### config.mk
export PLATFORM = sky130hd
export DESIGN_NAME = xor_residual_rle_encoder
export DESIGN_NICKNAME = d
export VERILOG_FILES = /design/src/hdl/xre_pkg.sv /design/src/hdl/xre_front.sv /design/src/hdl/xre_queue.sv /design/src/hdl/xre_back.sv /design/src/hdl/xor_residual_rle_encoder.sv
export SDC_FILE = /design/constraint.sdc
export NUM_CORES = 1
export LEC_CHECK = 0
export BUFFER_PORTS_ARGS = -buffer_cell sky130_fd_sc_hd__clkbuf_2
export CORE_MARGIN = 4
export CORE_UTILIZATION = 55
export CTS_CLUSTER_DIAMETER = 80
export CTS_CLUSTER_SIZE = 40
export DETAILED_ROUTE_END_ITERATION = 8
export GPL_TIMING_DRIVEN = 0
export PLACE_DENSITY = 0.73
export RECOVER_POWER = 25
export SYNTH_ARGS = -nofsm -noshare
export SYNTH_HDL_FRONTEND = slang
export SYNTH_HIERARCHICAL = 1
export SYNTH_SLANG_ARGS = --single-unit
### constraint.sdc
create_clock -name clk_i -period 5 [get_ports clk_i]
set_input_delay 0 -clock clk_i [delete_from_list [all_inputs] [get_ports clk_i]]
set_output_delay 0 -clock clk_i [all_outputs]
set_load 0.02 [all_outputs]
### src/hdl/xre_pkg.sv
// ----------------------------------------------------------------------------
// xre_pkg
// types and constants of the xor residual run-length encoder
// ----------------------------------------------------------------------------
`timescale 1ns / 1ps

package xre_pkg;

  localparam logic [7:0] RunMax = 8'd255;

  localparam int unsigned QueueDepth = 2;
  localparam int unsigned QueuePtrW  = $clog2(QueueDepth);
  localparam int unsigned QueueCntW  = $clog2(QueueDepth + 1);

  // what follows the optional flush pair of a command
  typedef enum logic [1:0] {
    TAIL_NONE,
    TAIL_RAW,
    TAIL_PAIR
  } tail_e;

  // beat position within a command
  typedef enum logic [1:0] {
    STEP_FLUSH_CNT,
    STEP_FLUSH_VAL,
    STEP_TAIL_A,
    STEP_TAIL_B
  } step_e;

  // one command from the front to the back
  typedef struct packed {
    logic       flush;
    logic [7:0] flush_count;
    logic [7:0] flush_value;
    tail_e      tail;
    logic [7:0] tail_a;
    logic [7:0] tail_b;
    logic       tail_last;
  } cmd_t;

endpackage

### src/hdl/xre_front.sv
// ----------------------------------------------------------------------------
// xre_front
// takes input beats, forms the residual, tracks the run, issues commands
// ----------------------------------------------------------------------------
`timescale 1ns / 1ps

module xre_front (
  input  logic          clk_i,
  input  logic          rst_ni,
  input  logic          encode_mode_we_i,
  input  logic          encode_mode_i,
  input  logic          in_valid_i,
  output logic          in_ready_o,
  input  logic [7:0]    original_byte_i,
  input  logic [7:0]    rebuilt_byte_i,
  input  logic          last_in_i,
  output logic          cmd_valid_o,
  output xre_pkg::cmd_t cmd_o,
  input  logic          cmd_ready_i
);

  logic       mode_q;
  logic [7:0] run_value_q, run_value_d;
  logic [7:0] run_count_q, run_count_d;
  logic       run_open_q, run_open_d;
  logic [7:0] residual;
  logic       accept;
  logic       join_run;

  assign in_ready_o = cmd_ready_i;
  assign accept     = in_valid_i & cmd_ready_i;
  assign residual   = original_byte_i ^ rebuilt_byte_i;
  assign join_run   = run_open_q && (residual == run_value_q) && (run_count_q != xre_pkg::RunMax);

  always_comb begin
    cmd_o       = '0;
    cmd_o.tail  = xre_pkg::TAIL_NONE;
    run_value_d = run_value_q;
    run_count_d = run_count_q;
    run_open_d  = run_open_q;
    if (!mode_q) begin
      cmd_o.flush       = run_open_q;
      cmd_o.flush_count = run_count_q;
      cmd_o.flush_value = run_value_q;
      cmd_o.tail        = xre_pkg::TAIL_RAW;
      cmd_o.tail_a      = residual;
      cmd_o.tail_b      = residual;
      cmd_o.tail_last   = last_in_i;
      run_open_d        = 1'b0;
      run_count_d       = '0;
      run_value_d       = '0;
    end else begin
      if (join_run) begin
        run_count_d = run_count_q + 8'd1;
      end else begin
        cmd_o.flush       = run_open_q;
        cmd_o.flush_count = run_count_q;
        cmd_o.flush_value = run_value_q;
        run_open_d        = 1'b1;
        run_value_d       = residual;
        run_count_d       = 8'd1;
      end
      if (last_in_i) begin
        // close the run that holds this byte
        cmd_o.tail      = xre_pkg::TAIL_PAIR;
        cmd_o.tail_a    = run_count_d;
        cmd_o.tail_b    = run_value_d;
        cmd_o.tail_last = 1'b1;
        run_open_d      = 1'b0;
        run_count_d     = '0;
        run_value_d     = '0;
      end
    end
  end

  assign cmd_valid_o = accept & (cmd_o.flush | (cmd_o.tail != xre_pkg::TAIL_NONE));

  always_ff @(posedge clk_i or negedge rst_ni) begin
    if (!rst_ni) begin
      mode_q      <= 1'b1;
      run_value_q <= '0;
      run_count_q <= '0;
      run_open_q  <= 1'b0;
    end else begin
      if (encode_mode_we_i) begin
        mode_q <= encode_mode_i;
      end
      if (accept) begin
        run_value_q <= run_value_d;
        run_count_q <= run_count_d;
        run_open_q  <= run_open_d;
      end
    end
  end

endmodule

### src/hdl/xre_queue.sv
// ----------------------------------------------------------------------------
// xre_queue
// short command queue between front and back
// ----------------------------------------------------------------------------
`timescale 1ns / 1ps

module xre_queue (
  input  logic          clk_i,
  input  logic          rst_ni,
  input  logic          push_i,
  input  xre_pkg::cmd_t push_cmd_i,
  output logic          space_o,
  output logic          head_valid_o,
  output xre_pkg::cmd_t head_cmd_o,
  input  logic          pop_i
);

  xre_pkg::cmd_t                     mem_q [xre_pkg::QueueDepth];
  logic [xre_pkg::QueuePtrW-1:0]     wr_ptr_q, rd_ptr_q;
  logic [xre_pkg::QueueCntW-1:0]     count_q;
  logic                              do_push, do_pop;

  assign space_o      = (count_q != xre_pkg::QueueCntW'(xre_pkg::QueueDepth));
  assign head_valid_o = (count_q != '0);
  assign head_cmd_o   = mem_q[rd_ptr_q];
  assign do_push      = push_i & space_o;
  assign do_pop       = pop_i & head_valid_o;

  always_ff @(posedge clk_i) begin
    if (do_push) begin
      mem_q[wr_ptr_q] <= push_cmd_i;
    end
  end

  always_ff @(posedge clk_i or negedge rst_ni) begin
    if (!rst_ni) begin
      wr_ptr_q <= '0;
      rd_ptr_q <= '0;
      count_q  <= '0;
    end else begin
      if (do_push) begin
        wr_ptr_q <= (wr_ptr_q == xre_pkg::QueuePtrW'(xre_pkg::QueueDepth - 1)) ?
                    '0 : wr_ptr_q + 1'b1;
      end
      if (do_pop) begin
        rd_ptr_q <= (rd_ptr_q == xre_pkg::QueuePtrW'(xre_pkg::QueueDepth - 1)) ?
                    '0 : rd_ptr_q + 1'b1;
      end
      if (do_push && !do_pop) begin
        count_q <= count_q + 1'b1;
      end else if (do_pop && !do_push) begin
        count_q <= count_q - 1'b1;
      end
    end
  end

endmodule

### src/hdl/xre_back.sv
// ----------------------------------------------------------------------------
// xre_back
// walks each command beat by beat into the output register
// ----------------------------------------------------------------------------
`timescale 1ns / 1ps

module xre_back (
  input  logic          clk_i,
  input  logic          rst_ni,
  input  logic          cmd_valid_i,
  input  xre_pkg::cmd_t cmd_i,
  output logic          cmd_pop_o,
  output logic          out_valid_o,
  input  logic          out_ready_i,
  output logic [7:0]    out_byte_o,
  output logic          last_out_o
);

  xre_pkg::step_e step_q, step_d, cur_step;
  logic           out_valid_q, out_valid_d;
  logic [7:0]     out_byte_q, beat_byte;
  logic           last_out_q, beat_last;
  logic           load;
  logic           done;

  assign load = cmd_valid_i & (~out_valid_q | out_ready_i);

  always_comb begin
    cur_step = step_q;
    if (step_q == xre_pkg::STEP_FLUSH_CNT && !cmd_i.flush) begin
      cur_step = xre_pkg::STEP_TAIL_A;
    end
    beat_byte = cmd_i.tail_b;
    beat_last = cmd_i.tail_last;
    done      = 1'b1;
    step_d    = step_q;
    unique case (cur_step)
      xre_pkg::STEP_FLUSH_CNT: begin
        beat_byte = cmd_i.flush_count;
        beat_last = 1'b0;
        done      = 1'b0;
        if (load) step_d = xre_pkg::STEP_FLUSH_VAL;
      end
      xre_pkg::STEP_FLUSH_VAL: begin
        beat_byte = cmd_i.flush_value;
        beat_last = 1'b0;
        done      = (cmd_i.tail == xre_pkg::TAIL_NONE);
        if (load) step_d = done ? xre_pkg::STEP_FLUSH_CNT : xre_pkg::STEP_TAIL_A;
      end
      xre_pkg::STEP_TAIL_A: begin
        beat_byte = cmd_i.tail_a;
        done      = (cmd_i.tail != xre_pkg::TAIL_PAIR);
        beat_last = done & cmd_i.tail_last;
        if (load) step_d = done ? xre_pkg::STEP_FLUSH_CNT : xre_pkg::STEP_TAIL_B;
      end
      xre_pkg::STEP_TAIL_B: begin
        beat_byte = cmd_i.tail_b;
        beat_last = cmd_i.tail_last;
        done      = 1'b1;
        if (load) step_d = xre_pkg::STEP_FLUSH_CNT;
      end
      default: begin
        step_d = xre_pkg::STEP_FLUSH_CNT;
      end
    endcase
  end

  assign cmd_pop_o   = load & done;
  assign out_valid_d = load | (out_valid_q & ~out_ready_i);

  always_ff @(posedge clk_i or negedge rst_ni) begin
    if (!rst_ni) begin
      step_q      <= xre_pkg::STEP_FLUSH_CNT;
      out_valid_q <= 1'b0;
    end else begin
      step_q      <= step_d;
      out_valid_q <= out_valid_d;
    end
  end

  always_ff @(posedge clk_i) begin
    if (load) begin
      out_byte_q <= beat_byte;
      last_out_q <= beat_last;
    end
  end

  assign out_valid_o = out_valid_q;
  assign out_byte_o  = out_byte_q;
  assign last_out_o  = last_out_q;

endmodule

### src/hdl/xor_residual_rle_encoder.sv
// ----------------------------------------------------------------------------
// xor_residual_rle_encoder
// xor residual byte encoder, raw or run-length count/value pairs
// ----------------------------------------------------------------------------
// usage
//   input channel: in_valid_i / in_ready_o with original_byte_i, rebuilt_byte_i
//   and last_in_i; one beat is one byte position of the block
//   output channel: out_valid_o / out_ready_i with out_byte_o and last_out_o
//   encode_mode_we_i / encode_mode_i write the mode (0 raw, 1 run-length),
//   only while the block is idle; it applies from the next input beat
//   an accepted item passes through the queue and then the output register
//   throughput: one input beat per cycle while the queue has room; the output
//   side sends one byte per cycle while out_ready_i is high, so closing a run
//   (count then value) takes two output beats and run-length data with short
//   runs is limited by the single byte-wide output register
//   reset: mode goes to run-length, no open run, queue and output empty
//   a stalled receiver holds the output register, the queue (two commands)
//   fills and then in_ready_o drops; nothing is lost
// ----------------------------------------------------------------------------
`timescale 1ns / 1ps

module xor_residual_rle_encoder (
  input  logic       clk_i,
  input  logic       rst_ni,
  input  logic       encode_mode_we_i,
  input  logic       encode_mode_i,
  input  logic       in_valid_i,
  output logic       in_ready_o,
  input  logic [7:0] original_byte_i,
  input  logic [7:0] rebuilt_byte_i,
  input  logic       last_in_i,
  output logic       out_valid_o,
  input  logic       out_ready_i,
  output logic [7:0] out_byte_o,
  output logic       last_out_o
);

  // front to queue
  logic          push;
  xre_pkg::cmd_t push_cmd;
  logic          space;

  // queue to back
  logic          head_valid;
  xre_pkg::cmd_t head_cmd;
  logic          pop;

  // front: residual, run tracking, one command per accepted beat at most
  xre_front u_front (
    .clk_i            (clk_i),
    .rst_ni           (rst_ni),
    .encode_mode_we_i (encode_mode_we_i),
    .encode_mode_i    (encode_mode_i),
    .in_valid_i       (in_valid_i),
    .in_ready_o       (in_ready_o),
    .original_byte_i  (original_byte_i),
    .rebuilt_byte_i   (rebuilt_byte_i),
    .last_in_i        (last_in_i),
    .cmd_valid_o      (push),
    .cmd_o            (push_cmd),
    .cmd_ready_i      (space)
  );

  // decouples the front from output stalls
  xre_queue u_queue (
    .clk_i        (clk_i),
    .rst_ni       (rst_ni),
    .push_i       (push),
    .push_cmd_i   (push_cmd),
    .space_o      (space),
    .head_valid_o (head_valid),
    .head_cmd_o   (head_cmd),
    .pop_i        (pop)
  );

  // back: up to four output beats per command
  xre_back u_back (
    .clk_i       (clk_i),
    .rst_ni      (rst_ni),
    .cmd_valid_i (head_valid),
    .cmd_i       (head_cmd),
    .cmd_pop_o   (pop),
    .out_valid_o (out_valid_o),
    .out_ready_i (out_ready_i),
    .out_byte_o  (out_byte_o),
    .last_out_o  (last_out_o)
  );

endmodule

==> metrics.md <==
| Metric | Value |
|---|---|
| Outcome | `complete, no violations` |
| Clock insertion delay at the later pin of the skew report | `approximately 370 ps` |
| Vias in the first global route | `3081` |
| Crit Path Category | `flip-flop to flip-flop` |
| CP Data Required Time | `5000 ps` |
| Via-per-instance ratio | `5.78` |
| Routed wire length | `10200 µm` |
| Top layer used by detailed routing | `met4` |
| Number of buffers inserted to repair setup after CTS | `0` |
| Commonest cells post-synth | `sky130_fd_sc_hd__edfxtp_1, sky130_fd_sc_hd__nand2_1, sky130_fd_sc_hd__mux2_4` |
| Sort of element at the start of the critical path | `flip-flop` |
| Antenna violation net count after detailed routing | `0` |
| Post-CTS resize count | `0` |
| # clock sinks | `106` |
| Fraction of layout cells with a size suffix above 1 | `22.8%` |
| Global-route wire length before repair | `16400 µm` |
| Max-capacitance violation count | `0` |
| Pwr dens | `~540 mW/mm²` |
| Met2 routed wirelength | `4870 µm` |
| Std-Cell Core Area | `0.00889 mm²` |
| Final worst-path setup slack | `about 2100 ps` |
| Setup repair after global routing missed its margin | `no` |
| Number of synthesized flops with an enable pin | `81` |
| Full die area | `0.0109 mm²` |
| Setup TNS | `0 ps` |
| Clock tree from TritonCTS | `built` |
| Register cell area after layout | `0.00306 mm²` |
| Drt first pass iters | `5` |
| Antenna violations before repair | `0` |
| Final setup violation count | `0` |
| Master cell of the clock root buffer | `sky130_fd_sc_hd__clkbuf_8` |
| GPL Wtd Cong | `approximately 0.9` |
| Clock transition at the registers of the reported paths | `100 ps` |
| Multi-input gate area | `0.00186 mm²` |
| Type of the worst min-delay path | `input pin to flip-flop` |
| Post-synthesis cell type count | `49` |
| Cell type with the largest total area after synthesis | `sky130_fd_sc_hd__edfxtp_1` |
| Hold slack final | `20.7 ps` |
| Warnings, synthesis | `6` |
| Count of buffers from port buffering | `33` |
| Signed area change from the synthesized netlist to the final layout | `10.7%` |
| DRC violations left | `0` |
| Max Fanout on Critical Path | `36` |
| Max H-tree Level | `3` |
| I/O pin count | `34` |
| Average cell area after synthesis | `between 10 and 15 µm²` |
| Total routed wire length on the met1 layer | `4660 µm` |
| Post-route minimum period | `between 2000 and 3000 ps` |
| Most frequently used cell type in the post-synthesis netlist | `sky130_fd_sc_hd__edfxtp_1` |
| Num rows | `34` |
| Starting Density | `57.8%` |
| Die boundary width | `105 µm` |
| Synthesized netlist net count | `409` |
| Portion of the clock cycle consumed by the worst path in the final layout | `about three fifths` |
| Number of antenna repair diodes | `0` |
| Transition time at the pin with the least slew margin | `about 1500 ps` |
| Max-slew headroom | `0.579%` |
| Post-Route Skew | `between 10 and 15 ps` |
| Share of the synthesized area in the top cell type | `between 40% and 50%` |
| Leftover overflow at the end of global routing | `0` |
| Filler cell count in the final layout | `683` |
| Endpoint kind of the worst setup timing path | `flip-flop` |
| Data arrival time at the worst-slack endpoint | `2910 ps` |
| Maximum clock rate | `between 300 and 400 MHz` |
| DP Worst Slack | `2110 ps` |
| Peak supply drop | `0.000328 V` |
| Global-route usage over all layers | `19.2%` |
| Average routed wire per standard cell | `roughly 19 µm` |
| Final hold vios | `0` |
| Count of nets after finishing | `458` |
| Static leakage | `0.00224 µW` |
| Via Count | `3158` |
| Final Slew Violations | `0` |
| Flip-flop and latch count after synthesis | `106` |
| Synth area leaders | `sky130_fd_sc_hd__edfxtp_1, sky130_fd_sc_hd__dfrtp_1, sky130_fd_sc_hd__mux2_4` |
| HPWL reported at the end of detailed placement | `about 7300 µm` |
| Die span in y | `105 µm` |
| Amount of wire on met3 after detailed routing | `506 µm` |
| Detailed router's first-iteration violation count | `190` |
| Pin count of the biggest net entering global routing | `37` |
| Sequential fraction of the synthesis area | `59.6%` |
| CTS Buffer Depth | `2` |
| Total CTS buffers | `9` |
| Predominant post-synthesis flop cell | `sky130_fd_sc_hd__edfxtp_1` |
| Cell area after technology mapping | `0.00513 mm²` |
| Cells after synthesis | `384` |
| Share of synthesized flip-flops with an asynchronous set or reset | `23.6%` |
[layer usage]
layer	vias up	GRT usage [%]
met4	0	7.50
li1	1486	-
met3	17	2.40
met1	1548	27.3
met5	-	0
met2	107	30.4
[cells by family after synthesis]
logic type	synth area share, %
adders and majority gates	0.487
AOI/OAI and AO/OA	7.70
buffers and inverters	4.43
xor gates and xnor gates	6.14
DFF	59.6
muxes	10.4
and+or+nand+nor	11.2
[placed cells by master, fill, tap and decap left out, types with 2 or more instances in the layout]
cell / count
sky130_fd_sc_hd__a41oi_1: 2
sky130_fd_sc_hd__nor2_1: 14
sky130_fd_sc_hd__and3_1: 3
sky130_fd_sc_hd__mux2_2: 8
sky130_fd_sc_hd__clkinv_4: 2
sky130_fd_sc_hd__ha_1: 2
sky130_fd_sc_hd__a21oi_1: 13
sky130_fd_sc_hd__nand2b_1: 4
sky130_fd_sc_hd__nor3_1: 5
sky130_fd_sc_hd__dfrtp_1: 24
sky130_fd_sc_hd__clkbuf_2: 20
sky130_fd_sc_hd__o211ai_1: 3
sky130_fd_sc_hd__buf_2: 2
sky130_fd_sc_hd__inv_1: 16
sky130_fd_sc_hd__buf_4: 3
sky130_fd_sc_hd__inv_6: 3
sky130_fd_sc_hd__nand3_1: 13
sky130_fd_sc_hd__clkbuf_1: 22
sky130_fd_sc_hd__edfxtp_1: 81
sky130_fd_sc_hd__xnor3_1: 3
sky130_fd_sc_hd__nand2_1: 42
sky130_fd_sc_hd__clkbuf_8: 11
sky130_fd_sc_hd__nor4_2: 2
sky130_fd_sc_hd__nand4_1: 2
sky130_fd_sc_hd__xnor2_2: 5
sky130_fd_sc_hd__o22ai_1: 9
sky130_fd_sc_hd__o22a_1: 8
sky130_fd_sc_hd__xor2_1: 5
sky130_fd_sc_hd__dlygate4sd3_1: 4
sky130_fd_sc_hd__xnor2_1: 14
sky130_fd_sc_hd__buf_6: 3
sky130_fd_sc_hd__and2_1: 16
sky130_fd_sc_hd__o21ai_0: 17
sky130_fd_sc_hd__buf_12: 4
sky130_fd_sc_hd__mux2_4: 29
[through the flow]
step | cell area [µm²] | util [%] | power [µW] | cells
after floorplan | 5130 | - | 2270 | 384
after global placement | 5440 | 61.1 | 2530 | 525
after detailed placement | 5460 | 61.5 | 2580 | 526
after CTS | 5700 | 64.1 | 3090 | 546
after global routing | 5680 | 63.9 | 3220 | 546
final | 5680 | 63.9 | 3060 | 546
[final cells by class]
class                           instances  share of cell area, %
Buffer                                 21                   2.95
Timing Repair Buffer                   38                   3.68
Sequential cell                       106                   53.8
Multi-Input combinational cell        241                   32.7
Inverter                               16                   1.06
Clock inverter                          5                  0.771
Tap cell                              108                   2.38
Clock buffer                           11                   2.66
[flip-flops by register name, summed over array words and instances, names as in the netlist]
name,count
u_queue/mem_q,72
u_back/out_byte_o,8
u_front/run_count_q,8
u_front/run_value_q,8
u_back/step_q,2
u_queue/count_q,2
u_back/last_out_o,1
u_back/out_valid_o,1
u_front/mode_q,1
u_front/run_open_q,1
u_queue/rd_ptr_q,1
u_queue/wr_ptr_q,1
[path summary, 6_finish.rpt]
| check | start | to | slack [ps] | cells past startpoint |
|---|---|---|---|---|
| worst max-delay path | u_front/run_count_q[0] | u_queue/mem_q[1][31] | 2090 | 8 |
| max in group asynchronous | rst_ni | u_back/step_q[1] | 3610 | 2 |
| worst max register to register | u_front/run_count_q[0] | u_queue/mem_q[1][31] | 2090 | 8 |
| worst min-delay path | out_ready_i | u_back/out_valid_o | 20 | 3 |
| min in group asynchronous | rst_ni | u_queue/count_q[0] | 500 | 2 |
| worst min register to register | u_queue/count_q[1] | u_queue/count_q[1] | 500 | 1 |
[repair_timing]
item,CTS,global route
hold buffers,4,0
hold endpoints to repair,27,0
endpoints found under the setup margin,0,0
[worst max-delay path, cell delays in order (launching register included)]
cell and delay (ps):
sky130_fd_sc_hd__dfrtp_1 450, sky130_fd_sc_hd__ha_1 290, sky130_fd_sc_hd__nand2_1 130, sky130_fd_sc_hd__nor3_1 240
sky130_fd_sc_hd__nor4_2 90, sky130_fd_sc_hd__buf_4 180, sky130_fd_sc_hd__and2_4 190, sky130_fd_sc_hd__o22ai_1 150
sky130_fd_sc_hd__and3_2 810
[power by group]
| group | internal (µW) | switching (µW) |
|---|---|---|
| Sequential | 1250 | 81.7 |
| Clock | 216 | 300 |
| Combinational | 553 | 654 |
No activity file was read; power rests on OpenSTA's default activity.
